### src/rtl/core/cqq_pkg.sv
// Types and constants shared by the cell quality qualifier modules
package cqq_pkg;

    localparam int DATA_W    = 16;
    localparam int CFG_IDX_W = 3;

    typedef enum logic [2:0] {
        ST_MEASURING     = 3'd0,
        ST_NOT_BROKEN_IN = 3'd1,
        ST_GOOD          = 3'd2,
        ST_BAD           = 3'd3,
        ST_TIMEOUT       = 3'd4
    } status_t;

    typedef enum logic [CFG_IDX_W-1:0] {
        REG_MEMBRANE_LIMIT = 3'd0,
        REG_ACCESS_LIMIT   = 3'd1,
        REG_HOLDING_LIMIT  = 3'd2,
        REG_BALLS_NEEDED   = 3'd3,
        REG_STRIKE_LIMIT   = 3'd4,
        REG_MAX_SAMPLES    = 3'd5
    } cfg_reg_t;

    localparam logic [15:0] MEMBRANE_LIMIT_RST = 16'd5000;
    localparam logic [15:0] ACCESS_LIMIT_RST   = 16'd250;
    localparam logic [14:0] HOLDING_LIMIT_RST  = 15'd1000;
    localparam logic [3:0]  BALLS_NEEDED_RST   = 4'd3;
    localparam logic [3:0]  STRIKE_LIMIT_RST   = 4'd10;
    localparam logic [7:0]  MAX_SAMPLES_RST    = 8'd120;

    localparam logic [3:0] COUNT_MAX   = 4'd15;
    localparam logic [7:0] SAMPLES_MAX = 8'd255;

    typedef struct packed {
        logic [15:0] membrane_limit;
        logic [15:0] access_limit;
        logic [14:0] holding_limit;
        logic [3:0]  balls_needed;
        logic [3:0]  strike_limit;
        logic [7:0]  max_samples;
    } cfg_t;

    typedef struct packed {
        logic               restart;
        logic [15:0]        membrane;
        logic [15:0]        access;
        logic signed [15:0] holding;
    } item_t;

    typedef struct packed {
        status_t     status;
        logic        passed;
        logic        evaluated;
        logic [3:0]  strike_count;
        logic [3:0]  ball_count;
        logic [7:0]  sample_count;
    } result_t;

endpackage

### src/rtl/core/cqq_core.sv
// Qualification state and its combinational update for one sample beat
module cqq_core
    import cqq_pkg::*;
#(
    parameter int AVERAGE_COUNT = 3
)
(
    input  logic    clk,
    input  logic    rst_n,
    input  cfg_t    cfg,
    input  item_t   item,
    input  logic    step,
    output result_t result
);

    localparam int FW = $clog2(AVERAGE_COUNT + 1);
    localparam int SW = DATA_W + $clog2(AVERAGE_COUNT);
    localparam logic [FW-1:0] FILL_FULL = FW'(AVERAGE_COUNT);
    localparam logic [SW-1:0] AVG_N     = SW'(AVERAGE_COUNT);

    logic [SW-1:0]        msum_reg, msum_next;
    logic [SW-1:0]        asum_reg, asum_next;
    logic signed [SW-1:0] csum_reg, csum_next;
    logic [FW-1:0]        fill_reg, fill_next;
    logic [3:0]           strike_reg, strike_next;
    logic [3:0]           ball_reg, ball_next;
    logic [7:0]           samples_reg, samples_next;
    logic                 finished_reg, finished_next;
    status_t              status_reg, status_next;

    logic [SW-1:0] m_thresh;
    logic [SW-1:0] a_thresh;
    logic [SW-1:0] h_thresh;
    logic [SW-1:0] c_mag;
    logic          good;
    logic          evaluated;

    // limits scaled by the group size so the sums need no division
    assign m_thresh = SW'(AVG_N * SW'(cfg.membrane_limit));
    assign a_thresh = SW'(AVG_N * SW'(cfg.access_limit));
    assign h_thresh = SW'(AVG_N * SW'(cfg.holding_limit));
    assign c_mag    = csum_reg[SW-1] ? SW'(~csum_reg + SW'(1)) : SW'(csum_reg);
    assign good     = (asum_reg < a_thresh) && (c_mag < h_thresh);

    always_comb
    begin
        msum_next     = msum_reg;
        asum_next     = asum_reg;
        csum_next     = csum_reg;
        fill_next     = fill_reg;
        strike_next   = strike_reg;
        ball_next     = ball_reg;
        samples_next  = samples_reg;
        finished_next = finished_reg;
        status_next   = status_reg;
        evaluated     = 1'b0;
        if (step)
        begin
            if (item.restart)
            begin
                msum_next     = '0;
                asum_next     = '0;
                csum_next     = '0;
                fill_next     = '0;
                strike_next   = '0;
                ball_next     = '0;
                samples_next  = '0;
                finished_next = 1'b0;
                status_next   = ST_MEASURING;
            end
            else if (!finished_reg)
            begin
                if (samples_reg != SAMPLES_MAX)
                begin
                    samples_next = samples_reg + 8'd1;
                end
                if (fill_reg >= FILL_FULL)
                begin
                    evaluated = 1'b1;
                    fill_next = '0;
                    msum_next = '0;
                    asum_next = '0;
                    csum_next = '0;
                    if (msum_reg > m_thresh)
                    begin
                        finished_next = 1'b1;
                        status_next   = ST_NOT_BROKEN_IN;
                    end
                    else
                    begin
                        if (good)
                        begin
                            strike_next = '0;
                            ball_next   = (ball_reg == COUNT_MAX) ? COUNT_MAX : ball_reg + 4'd1;
                        end
                        else
                        begin
                            ball_next   = '0;
                            strike_next = (strike_reg == COUNT_MAX) ? COUNT_MAX
                                                                    : strike_reg + 4'd1;
                        end
                        if (strike_next >= cfg.strike_limit)
                        begin
                            finished_next = 1'b1;
                            status_next   = ST_BAD;
                        end
                        else if (ball_next >= cfg.balls_needed)
                        begin
                            finished_next = 1'b1;
                            status_next   = ST_GOOD;
                        end
                    end
                end
                else
                begin
                    fill_next = fill_reg + FW'(1);
                    msum_next = msum_reg + SW'(item.membrane);
                    asum_next = asum_reg + SW'(item.access);
                    csum_next = csum_reg + SW'(item.holding);
                end
                if (samples_next > cfg.max_samples)
                begin
                    finished_next = 1'b1;
                    status_next   = ST_TIMEOUT;
                end
            end
        end
    end

    always_ff @(posedge clk or negedge rst_n)
    begin
        if (!rst_n)
        begin
            msum_reg     <= '0;
            asum_reg     <= '0;
            csum_reg     <= '0;
            fill_reg     <= '0;
            strike_reg   <= '0;
            ball_reg     <= '0;
            samples_reg  <= '0;
            finished_reg <= 1'b0;
            status_reg   <= ST_MEASURING;
        end
        else
        begin
            msum_reg     <= msum_next;
            asum_reg     <= asum_next;
            csum_reg     <= csum_next;
            fill_reg     <= fill_next;
            strike_reg   <= strike_next;
            ball_reg     <= ball_next;
            samples_reg  <= samples_next;
            finished_reg <= finished_next;
            status_reg   <= status_next;
        end
    end

    always_comb
    begin
        result.status       = status_next;
        result.passed       = (status_next == ST_GOOD);
        result.evaluated    = evaluated;
        result.strike_count = strike_next;
        result.ball_count   = ball_next;
        result.sample_count = samples_next;
    end

endmodule

### src/rtl/core/cell_quality_qualifier_unit.sv
// Top level of the cell quality qualifier: handshake, registers and pipeline
// Accepts one membrane-test sample beat per clock while the output is not
// stalled and returns one result beat per sample. An input register feeds a
// combinational state update whose result lands in an output register, so a
// new beat can enter the empty input register while a finished result waits.
// The per-beat sum and counter update sets that rate. cfg_ready is always high;
// the user writes limits only while no beat is in flight; nothing checks it.
module cell_quality_qualifier_unit
    import cqq_pkg::*;
#(
    parameter int AVERAGE_COUNT = 3
)
(
    input  logic                 clk,
    input  logic                 rst_n,
    input  logic                 cfg_valid,
    output logic                 cfg_ready,
    input  logic [CFG_IDX_W-1:0] cfg_index,
    input  logic [DATA_W-1:0]    cfg_data,
    input  logic                 in_valid,
    output logic                 in_stall,
    input  logic                 restart,
    input  logic [15:0]          membrane_resistance,
    input  logic [15:0]          access_resistance,
    input  logic signed [15:0]   holding_current,
    output logic                 out_valid,
    input  logic                 out_stall,
    output logic [2:0]           status,
    output logic                 passed,
    output logic                 evaluated,
    output logic [3:0]           strike_count,
    output logic [3:0]           ball_count,
    output logic [7:0]           sample_count
);

    cfg_t    cfg_reg;
    item_t   item_reg;
    logic    in_valid_reg, in_valid_next;
    result_t result_reg;
    logic    out_valid_reg, out_valid_next;
    result_t result_next;
    logic    out_open;
    logic    step;
    logic    in_take;

    assign cfg_ready = 1'b1;

    always_ff @(posedge clk or negedge rst_n)
    begin
        if (!rst_n)
        begin
            cfg_reg.membrane_limit <= MEMBRANE_LIMIT_RST;
            cfg_reg.access_limit   <= ACCESS_LIMIT_RST;
            cfg_reg.holding_limit  <= HOLDING_LIMIT_RST;
            cfg_reg.balls_needed   <= BALLS_NEEDED_RST;
            cfg_reg.strike_limit   <= STRIKE_LIMIT_RST;
            cfg_reg.max_samples    <= MAX_SAMPLES_RST;
        end
        else if (cfg_valid && cfg_ready)
        begin
            case (cfg_reg_t'(cfg_index))
                REG_MEMBRANE_LIMIT: cfg_reg.membrane_limit <= cfg_data;
                REG_ACCESS_LIMIT:   cfg_reg.access_limit   <= cfg_data;
                REG_HOLDING_LIMIT:  cfg_reg.holding_limit  <= cfg_data[14:0];
                REG_BALLS_NEEDED:   cfg_reg.balls_needed   <= cfg_data[3:0];
                REG_STRIKE_LIMIT:   cfg_reg.strike_limit   <= cfg_data[3:0];
                REG_MAX_SAMPLES:    cfg_reg.max_samples    <= cfg_data[7:0];
                default:            ;
            endcase
        end
    end

    assign out_open = !out_valid_reg || !out_stall;
    assign step     = in_valid_reg && out_open;
    assign in_stall = in_valid_reg && !out_open;
    assign in_take  = in_valid && !in_stall;

    assign in_valid_next  = in_take ? 1'b1 : (step ? 1'b0 : in_valid_reg);
    assign out_valid_next = step ? 1'b1 : (out_stall ? out_valid_reg : 1'b0);

    always_ff @(posedge clk or negedge rst_n)
    begin
        if (!rst_n)
        begin
            in_valid_reg  <= 1'b0;
            out_valid_reg <= 1'b0;
        end
        else
        begin
            in_valid_reg  <= in_valid_next;
            out_valid_reg <= out_valid_next;
        end
    end

    always_ff @(posedge clk)
    begin
        if (in_take)
        begin
            item_reg.restart  <= restart;
            item_reg.membrane <= membrane_resistance;
            item_reg.access   <= access_resistance;
            item_reg.holding  <= holding_current;
        end
        if (step)
        begin
            result_reg <= result_next;
        end
    end

    cqq_core #(
        .AVERAGE_COUNT (AVERAGE_COUNT)
    ) u_core (
        .clk    (clk),
        .rst_n  (rst_n),
        .cfg    (cfg_reg),
        .item   (item_reg),
        .step   (step),
        .result (result_next)
    );

    assign out_valid    = out_valid_reg;
    assign status       = result_reg.status;
    assign passed       = result_reg.passed;
    assign evaluated    = result_reg.evaluated;
    assign strike_count = result_reg.strike_count;
    assign ball_count   = result_reg.ball_count;
    assign sample_count = result_reg.sample_count;

endmodule

### config.mk
export PLATFORM = sky130hd
export DESIGN_NAME = cell_quality_qualifier_unit
export DESIGN_NICKNAME = d
export VERILOG_FILES = /design/src/rtl/core/cqq_pkg.sv /design/src/rtl/core/cqq_core.sv /design/src/rtl/core/cell_quality_qualifier_unit.sv
export SDC_FILE = /design/constraint.sdc
export NUM_CORES = 1
export LEC_CHECK = 0
export ABC_CLOCK_PERIOD_IN_PS = 14050
export BUFFER_PORTS_ARGS = -buffer_cell sky130_fd_sc_hd__buf_4
export CAP_MARGIN = 25
export CORE_MARGIN = 4
export CORE_UTILIZATION = 65
export DETAILED_ROUTE_END_ITERATION = 7
export PLACE_DENSITY = 0.85
export SLEW_MARGIN = 20
export SYNTH_ARGS = -nofsm -noshare
export SYNTH_HDL_FRONTEND = slang
export SYNTH_SLANG_ARGS = --single-unit
### constraint.sdc
create_clock -name clk -period 14.05 [get_ports clk]
set_input_delay 2.1075 -clock clk [delete_from_list [all_inputs] [get_ports clk]]
set_output_delay 2.1075 -clock clk [all_outputs]
set_load 0.01 [all_outputs]
==> metrics.txt, run 1 <==
RSZ-0062 raised after global routing=no; LEAKAGE=7.13 nW; H-tree Lvls=1; GP Congestion=0.923; Area contributors post-synth=dfrtp_1 21%, ha_1 15%, edfxtp_1 15%; min Tclk post-route=6.43 ns; power density cells=203 nW/µm²; worst vdd ir=115 µV; Setup violations, final=0; total number of vias=11174; Clock Latency Late Sink=0.52 ns; Final HPWL DP=23300 µm; first-pass GRT wire length=54700 µm; Die H=154 µm; Startpoint Class=register; Hold Path Class=register to register; fillcell total=1394; FFs w/ async S/R, synth=66.8%; final core occ=75.2%; CP arrival=6.68 ns; Clock Pin Slew Worst Setup and Hold Paths=0.06 ns; TNS Setup=0 ns; Slew Limit Fails=0; Final Hold Fails=0; worst slack at placement=7.86 ns; Slew HR=30.2%; antenna viol nets, final=0; synth unique cells=76; syn nets=1599; fmax=156 MHz; Max clock buf depth=3; worst-margin pin slew=1.04 ns; number of I/O pins=97; hold_ws=0.481 ns; GRT overflow=0; Post-Synthesis Cell Area=13900 µm²; DRT Pass-1 Iters=5; Worst path slowest cell=a311o_2; Mean Syn Cell Area=10.3 µm²; CP Max Fanout=18; drt total wl=33000 µm; status=finished, final reports clean; # hold bufs at CTS=0; Synth Register Bits=211; top-area cell type share of the netlist area=20.9%; DRC Markers=0; Syn. warnings=0; Max Cap Viol=0; vias in the first global route=11304; Commonest cells post-synth=171 x ha_1, 116 x dfrtp_1, 102 x o21ai_0; CP max stage delay=0.57 ns; Syn-to-layout area delta=13.7%; ys flop type=dfrtp_1; Final nets=1704; full die area=23800 µm²; Mapped Cells=1349; WS Path Type=register to register; Final Skew=0.00829 ns; sequential element share of the synthesized area=40.7%; PortBufs=95; EDFF count, synth=70; std cell rows=53; Worst Path Required=14.30 ns; cell with the most instances after synthesis=ha_1; CTS resizes=0; layout cells sized above 1=16.6%; Diodes inserted=0; drt initial violations=631; CTS tree=yes; Clock Sinks=211; worst path cell trace=ha_1 -> fa_1 -> a211oi_1 -> o21bai_1 -> a21o_1 -> a21oi_1 -> o211a_1 -> o211ai_1 -> nor3b_1 -> ha_1 -> a2111oi_0 -> o21ai_0 -> a221oi_1 -> o21ai_0 -> a311o_2 -> nand2b_1 -> ha_1 -> nand2b_1 -> a21oi_1 -> o21ai_0 -> nor2_1 -> a31oi_1 -> a211oi_1 -> a211oi_1; largest net degree at the start of global routing=80; initial antenna violation count=0; vias per cell=6.40; clock buffer count from CTS=24; WL per Instance=18.9 µm; Largest register FFs=63; Initial Utilization=66.1%; fin crit share=45.8%; global router's overall resource usage=27.7%; die width=154 µm; postcts setup bufs=0; post-route setup slack=7.62 ns; core area=21000 µm²; CTS root buffer=clkbuf_16; crit end category=register; largest area contributor in the netlist=dfrtp_1
-- per-stage QoR --
step	instances	power, mW	cell area, µm²
after floorplan	1349	2.12	13900
final	1747	3.21	15800
after global routing	1747	3.47	15800
after CTS	1747	3.21	15800
after detailed placement	1703	2.50	15000
after global placement	1701	2.41	14900
-- logic make-up (layout without fill, tap and decap cells) --
group,count (synthesis),count (layout),synth area share (%)
flip-flops,211,211,40.7
buffers and inverters,88,211,2.46
adder cells (fa/ha/maj),177,177,16.3
AO/OA/AOI/OAI,373,373,17.7
other,1,1,0.0270
XOR/XNOR,87,87,5.48
AND/OR/NAND/NOR,352,352,12.5
multiplexers,60,60,4.83
-- critical path, delay by kind of cell, from the launching register on --
family | cells | cell delay, ns
flip-flops | 1 | 0.43
AO/OA/AOI/OAI | 16 | 3.78
adder cells (fa/ha/maj) | 4 | 1.27
AND/OR/NAND/NOR | 4 | 0.70
-- final timing paths --
| path | startpoint | endpoint | slack, ns | depth (start not counted) |
|---|---|---|---|---|
| worst max register to register | cfg_reg[17] | passed | 7.62 | 24 |
| worst max-delay path | cfg_reg[17] | passed | 7.62 | 24 |
| worst min register to register | in_valid_reg | out_valid | 0.48 | 1 |
| min in group asynchronous | rst_n | in_valid_reg | 1.61 | 1 |
| worst min-delay path | in_valid_reg | out_valid | 0.48 | 1 |
| max in group asynchronous | rst_n | u_core.msum_reg[11] | 11.16 | 2 |
-- placed cells by master (no fill, tap or decap), types with 12 or more instances in the layout --
| cell type | synthesis | layout |
|---|---|---|
| a21oi_1 | 86 | 86 |
| o21ai_0 | 102 | 102 |
| nor2_1 | 69 | 69 |
| dfstp_2 | 25 | 25 |
| nor3_1 | 26 | 25 |
| nand2_1 | 100 | 100 |
| o21a_1 | 12 | 12 |
| edfxtp_1 | 70 | 70 |
| a211oi_1 | 19 | 19 |
| nand2b_1 | 14 | 14 |
| o211ai_1 | 13 | 13 |
| ha_1 | 171 | 171 |
| and3_1 | 13 | 13 |
| buf_4 | 1 | 101 |
| o21bai_1 | 12 | 12 |
| or3_1 | 15 | 15 |
| dfrtp_1 | 116 | 116 |
| xor2_1 | 47 | 47 |
| xnor2_1 | 40 | 40 |
| nand3_1 | 48 | 48 |
| a22o_1 | 16 | 16 |
| a31oi_1 | 12 | 12 |
| a21o_1 | 19 | 19 |
| clkbuf_16 | 0 | 25 |
| o31ai_1 | 17 | 17 |
| mux2_2 | 57 | 57 |
| inv_1 | 64 | 64 |
-- power breakdown --
| group | internal [mW] | total (mW) | switching, mW |
|---|---|---|---|
| sequential | 0.781 | 0.935 | 0.154 |
| clock | 0.419 | 0.673 | 0.254 |
| combinational | 0.709 | 1.61 | 0.896 |
-- layer usage --
layer / global-route usage [%] / vias up / share of wire (%)
met5: 0 / - / 0
met4: 11.0 / 0 / 3.9
met3: 4.14 / 102 / 6.9
met2: 48.0 / 424 / 49
met1: 35.2 / 5371 / 41
li1: - / 5277 / -
-- final cells by class --
type / count / area [µm²] / share of cell area (%)
clock inverters: 11 / 160 / 1.01
multi-input cells: 1050 / 7920 / 50.1
inverters: 64 / 240 / 1.52
clock buffers: 33 / 696 / 4.40
flip-flops and latches: 211 / 5660 / 35.8
well taps: 275 / 344 / 2.18
repair buffers: 103 / 790 / 4.99
Power figures use the tool's default switching activity.
==> inputs of run 2 (changes only) <==
ABC_AREA = 1   (was unset)
ABC_CLOCK_PERIOD_IN_PS = 6550   (was 14050)
CORE_UTILIZATION = 62   (was 65)
PLACE_DENSITY = 0.81   (was 0.85)
clock period = 6.55 ns   (was 14.05 ns; I/O delays follow)
==> run 2 against run 1 <==
  * Flip-flop and latch count did not move
  * Power grew 110%
  * Critical path depth increased by 6
  * Critical path type unchanged
==> metrics.txt, run 2 <==
Slew HR=34.0% (+3.7 points); Final Skew=0.0141 ns (+0.00585 ns); GP Congestion=0.901 (-2.3%); cell with the most instances after synthesis=nand2_1; Mapped Cells=1730 (+28%); global router's overall resource usage=25.7% (-2.0 points); CTS root buffer=clkbuf_16; TNS Setup=0 ns (unchanged); CP arrival=5.29 ns (-1.39 ns); Largest register FFs=63 (unchanged); drt initial violations=812 (+29%); Worst path slowest cell=fa_1; top-area cell type share of the netlist area=20.4% (-0.45 points); Startpoint Class=register; power density cells=423 nW/µm² (+110%); CTS resizes=0 (unchanged); Synth Register Bits=211 (unchanged); CP max stage delay=0.41 ns (-0.16 ns); H-tree Lvls=1 (unchanged); Setup violations, final=0 (unchanged); antenna viol nets, final=0 (unchanged); DRC Markers=0 (unchanged); CP Depth=30 (+25%); Max Cap Viol=0 (unchanged); total number of vias=11998 (+7.4%); Worst Path Required=6.83 ns (-7.47 ns); Worst Setup EP=passed; Clock Sinks=211 (unchanged); Final nets=2080 (+22%); RSZ-0062 raised after global routing=no; worst vdd ir=233 µV (+100%); Commonest cells post-synth=438 x nand2_1, 194 x inv_1, 171 x ha_1; WL per Instance=15.4 µm (-18%); CP Max Fanout=5 (-13); status=finished, final reports clean; Initial Utilization=62.9% (-3.2 points); first-pass GRT wire length=54900 µm (+0.30%); FFs w/ async S/R, synth=66.8% (unchanged); fmax=199 MHz (+28%); most frequent cells in the layout=438 x nand2_1, 193 x inv_1, 171 x ha_1; vias per cell=5.62 (-12%); Hold Path Class=register to register; layout cells sized above 1=10.8% (-5.9 points); LEAKAGE=8.11 nW (+14%); DRT Pass-1 Iters=6 (+1); worst-margin pin slew=0.990 ns (-0.0522 ns); GRT overflow=0 (unchanged); WS Path Type=register to register; Area contributors post-synth=dfrtp_1 20%, ha_1 15%, edfxtp_1 15%; sequential element share of the synthesized area=39.9% (-0.88 points); Diodes inserted=0 (unchanged); number of I/O pins=97 (unchanged); Final HPWL DP=24200 µm (+3.9%); clock buffer count from CTS=24 (unchanged); Clock Latency Late Sink=0.52 ns (about the same); Critical R2R Launch=cfg_reg[31]; core area=22600 µm² (+7.4%); std cell rows=55 (+3.8%); drt total wl=32900 µm (about the same); fin crit share=76.5% (+31 points); Die H=159 µm (+3.3%); CTS tree=yes; fillcell total=1799 (+29%); min Tclk post-route=5.01 ns (-1.42 ns); Mean Syn Cell Area=8.21 µm² (-20%); largest net degree at the start of global routing=99 (+24%); # hold bufs at CTS=0 (unchanged); ys flop type=dfrtp_1; RR Endpoint=passed; FF-to-FF path depth=30 (+25%); Post-Synthesis Cell Area=14200 µm² (+2.2%); syn nets=1980 (+24%); synth unique cells=51 (-33%); PortBufs=95 (unchanged); Slew Limit Fails=0 (unchanged); crit end category=register; die width=159 µm (+3.3%); Clock Pin Slew Worst Setup and Hold Paths=0.06 ns (about the same); postcts setup bufs=0 (unchanged); cell mode on critical path=nand2_1; CP startpoint=cfg_reg[31]; Max clock buf depth=3 (unchanged); EDFF count, synth=70 (unchanged); largest area contributor in the netlist=dfrtp_1; initial antenna violation count=1 (+1); vias in the first global route=11671 (+3.2%); family with the most delay on the worst path=compound AO/OA/AOI/OAI gates; PnR Total Power=6.79 mW (+110%); Reg2Reg Setup Slack=1.54 ns (-6.08 ns); Syn-to-layout area delta=13.1%; full die area=25400 µm² (+6.8%); most common cell after layout, fill and taps aside=nand2_1; Syn. warnings=0 (unchanged); Final Hold Fails=0 (unchanged); WP buf/inv=2 (+2)
[run 2: cell count changes in the layout (fill, tap and decap cells not counted), sizes merged, moves of 19 or more]
cell | previous run | this run
nor2 | 69 | 107
o21ai | 104 | 167
a21oi | 86 | 159
mux2 | 57 | 0
inv | 64 | 202
nand3 | 48 | 78
a211oi | 20 | 1
nand2 | 100 | 443
[run 2: layout make-up]
class	count	area, µm²	area share, %
flip-flops and latches	211	5660	35.2
well taps	285	357	2.22
multi-input cells	1292	7650	47.6
inverters	203	773	4.81
clock inverters	9	149	0.927
clock buffers	35	734	4.57
repair buffers	98	739	4.60
[run 2: per-layer routing]
metal	part of all wire (%)	routed length, µm	track usage (%)
met1	44	14500	34.2
met2	47	15300	43.0
met3	5.2	1700	3.44
met4	4.2	1380	10.4
met5	0.039	13	0
[run 2: power breakdown]
part	internal [mW]	leakage (nW)	switching (mW)	total [mW]
clock network	0.935	0.438	0.548	1.48
registers	1.70	2.45	0.294	1.99
logic	1.28	5.22	2.04	3.31
[run 2: through the flow]
step | hold WS, ns | setup WS [ns] | instance area, µm² | std cells | util, %
CTS | 0.488 | 1.56 | 16100 | 2133 | 71.2
finish | 0.486 | 1.54 | 16100 | 2133 | 71.2
floorplan | 0.453 | 2.25 | 14200 | 1730 | -
global placement | 0.468 | 1.76 | 15200 | 2089 | 67.2
detailed placement | 0.473 | 1.60 | 15200 | 2089 | 67.2
global route | 0.515 | 0.993 | 16100 | 2133 | 71.2
[run 2: worst reg2reg max path, delay by kind of cell, from the launching register on]
family,cells,cell delay (ns)
and+or+nand+nor,15,1.33
buffers and inverters,2,0.11
AOI/OAI and AO/OA,9,1.70
DFF,1,0.39
adders and majority gates,4,1.22
[run 2: worst min path at each step]
stage	endpoint	startpoint	cells past startpoint	slack, ns
6_report	cfg_reg[14]	cfg_reg[14]	2	0.49
5_1_grt	cfg_reg[13]	cfg_reg[13]	2	0.52
4_1_cts	cfg_reg[14]	cfg_reg[14]	2	0.49
3_5_place_dp	cfg_reg[14]	cfg_reg[14]	2	0.47
3_3_place_gp	cfg_reg[15]	cfg_reg[15]	2	0.47
2_1_floorplan	cfg_reg[10]	cfg_reg[10]	2	0.45
[run 2: cell families (layout without fill, tap and decap cells)]
logic type	after synthesis	in the layout	synth area share, %
AOI/OAI and AO/OA	385	385	14.8
xor gates and xnor gates	61	61	3.76
adders and majority gates	177	177	15.9
buffers and inverters	227	345	6.31
DFF	211	211	39.9
other	1	1	0.0264
and+or+nand+nor	668	668	19.4
==> inputs of run 3 (changes only) <==
ABC_AREA = 0   (was 1)
ABC_CLOCK_PERIOD_IN_PS = 4920   (was 6550)
PLACE_DENSITY = 0.82   (was 0.81)
clock period = 4.92 ns   (was 6.55 ns; I/O delays follow)
==> run 3 against run 2 <==
  * The flow now finishes with violations (negative setup slack)
  * Clock skew grew 0.0032 ns
  * Via count shrank 4.8%
  * Wire length grew 4.0%
  * Power grew 46%
  * Final cell count shrank 14%
  * First-iteration DRC count shrank 0.62%
  * Clock-buffer cell count shrank 5
  * Maximum frequency shrank 6.7%
  * Critical path depth shrank 5
  * Sequential power grew 32%
  * Non-clock buffer count grew 83
  * Critical path type unchanged
  * Largest cell class unchanged
  * Largest power group unchanged
  * Highest routed layer is now met4
==> metrics.txt, run 3 (synthesis gave the netlist of run 1 again) <==
status=finished with violations; violated checks=negative setup slack; CP Max Fanout=5 (unchanged); Reg2Reg Setup Slack=-0.46 ns (-1.99 ns); drt initial violations=807 (-0.62%); first-pass GRT wire length=55300 µm (+0.84%); Initial Utilization=63.3% (+0.37 points); Max Cap Viol=0 (unchanged); Largest register FFs=63 (unchanged); CTS tree=yes; fmax=186 MHz (-6.7%); min Tclk post-route=5.38 ns (+0.363 ns); most frequent cells in the layout=180 x buf_4, 166 x ha_1, 116 x dfrtp_1; vias per cell=6.24 (+11%); worst vdd ir=322 µV (+38%); antenna viol nets, final=0 (unchanged); LEAKAGE=7.55 nW (-6.9%); PortBufs=95 (unchanged); Slew HR=40.1% (+6.1 points); Critical R2R Launch=cfg_reg[31]; most common cell after layout, fill and taps aside=buf_4; drt total wl=34200 µm (+4.0%); Final HPWL DP=24700 µm (+1.8%); Final Skew=0.0173 ns (+0.00321 ns); Setup violations, final=8 (+8); fin crit share=109% (+33 points); power density cells=596 nW/µm² (+41%); Hold Path Class=input pin to asynchronous set/reset pin; Max clock buf depth=3 (unchanged); Die H=158 µm (-1.0%); CTS root buffer=clkbuf_16; multi-input logic area=8230 µm² (+7.6%); WP buf/inv=2 (unchanged); Diodes inserted=0 (unchanged); Placed Area=15500 µm² (+2.2%); worst-margin pin slew=0.898 ns (-0.0920 ns); number of I/O pins=97 (unchanged); Reg area=5660 µm² (unchanged); fillcell total=1492 (-17%); Clock power frac=18.5% (-3.4 points); H-tree Lvls=1 (unchanged); Power Internal=5.87 mW (+50%); Worst Path Required=5.18 ns (-1.65 ns); Clock Sinks=211 (unchanged); largest net degree at the start of global routing=108 (+9.1%); crit end category=register; worst slack at placement=-0.555 ns (-2.16 ns); Clock Pin Slew Worst Setup and Hold Paths=0.06 ns (about the same); full die area=24900 µm² (-2.0%); WS Path Type=register to register; CP max stage delay=0.42 ns (about the same); final instance area=16700 µm² (+3.7%); Final Hold Fails=0 (unchanged); CP Depth=25 (-17%); RSZ-0062 raised after global routing=yes; CP startpoint=cfg_reg[31]; DRT Pass-1 Iters=5 (-1); DRC Markers=0 (unchanged); WL per Instance=18.7 µm (+21%); global router's overall resource usage=27.2% (+1.5 points); clock buffer count from CTS=24 (unchanged); total number of vias=11424 (-4.8%); Startpoint Class=register; combinational share of power=55.1% (+6.3 points); final core occ=75.9% (+4.7 points); Seq pwr share=26.4% (-2.9 points); CP arrival=5.64 ns (+0.35 ns); std cell rows=54 (-1.8%); Worst path slowest cell=dfrtp_1; vias in the first global route=11321 (-3.0%); Clock Latency Late Sink=0.53 ns (about the same); initial antenna violation count=0 (-1); GRT overflow=0 (unchanged); layout cells sized above 1=23.8% (+13 points); FF-to-FF path depth=25 (-17%); family with the most delay on the worst path=compound AO/OA/AOI/OAI gates; GP Congestion=0.979 (+8.7%); NetSw=4.06 mW (+41%); core area=22000 µm² (-2.7%); Syn-to-layout area delta=19.9%; die width=158 µm (-1.0%); post-route setup slack=-0.456 ns (-1.99 ns); switching share of power=40.9% (-1.6 points); Final nets=1783 (-14%); RR Endpoint=status[1]; Slew Limit Fails=0 (unchanged)
-- run 3: cell count changes in the layout (fill, tap and decap cells not counted), moves of 12 or more --
cell | previous run | this run
xnor2_1 | 23 | 40
a21oi_1 | 157 | 81
mux2_2 | 0 | 57
a22o_1 | 2 | 16
and3_1 | 0 | 13
a211oi_1 | 1 | 13
nor2_1 | 101 | 65
or3_1 | 0 | 15
buf_4 | 97 | 180
nand3_1 | 77 | 47
o22ai_1 | 14 | 2
o21ai_0 | 151 | 96
inv_1 | 193 | 64
nand2_1 | 438 | 100
-- run 3: routing by layer --
| layer | vias up | share of wire [%] | global-route usage, % |
|---|---|---|---|
| met4 | 0 | 2.4 | 7.50 |
| met3 | 71 | 5.7 | 4.10 |
| met2 | 340 | 49 | 47.6 |
| li1 | 5443 | - | - |
| met1 | 5570 | 43 | 35.2 |
| met5 | - | 0 | 0 |
-- run 3: through the flow --
step	TNS [ns]	hold WS (ns)	total power, mW	instances
after floorplan	-0.222	0.441	6.16	1349
after detailed placement	-3.47	0.494	7.61	1772
after global placement	-1.94	0.461	7.38	1772
after CTS	-1.67	0.369	9.79	1825
final	-2.60	0.291	9.93	1831
after global routing	-4.43	0.374	10.7	1831
-- run 3: final cells by class --
cell class / instances / area share (%)
multi-input cells: 1051 / 49.4
clock inverters: 14 / 0.969
inverters: 64 / 1.44
repair buffers: 181 / 8.19
flip-flops and latches: 211 / 34.0
well taps: 280 / 2.10
clock buffers: 30 / 3.93
-- run 3: worst max-delay path by stage --
stage	slack, ns	end
floorplan	-0.12	passed
global placement	-0.35	status[2]
detailed placement	-0.55	passed
CTS	-0.33	status[1]
global route	-0.69	status[1]
finish	-0.46	status[1]
-- run 3: power groups by stage --
stage	Sequential, mW	Clock (mW)	Combinational (mW)
finish	2.63	1.83	5.47
global route	2.67	1.94	6.07
CTS	2.61	1.86	5.31
detailed placement	2.63	0	4.97
global placement	2.61	0	4.77
floorplan	2.53	0	3.63
-- run 3: repair_timing --
action	4_1_cts	5_1_grt
cloned	1	0
buffers inserted	8	6
hold buffers	0	0
setup endpoints to repair	8	21
pin swaps	29	7
resized for setup	23	17
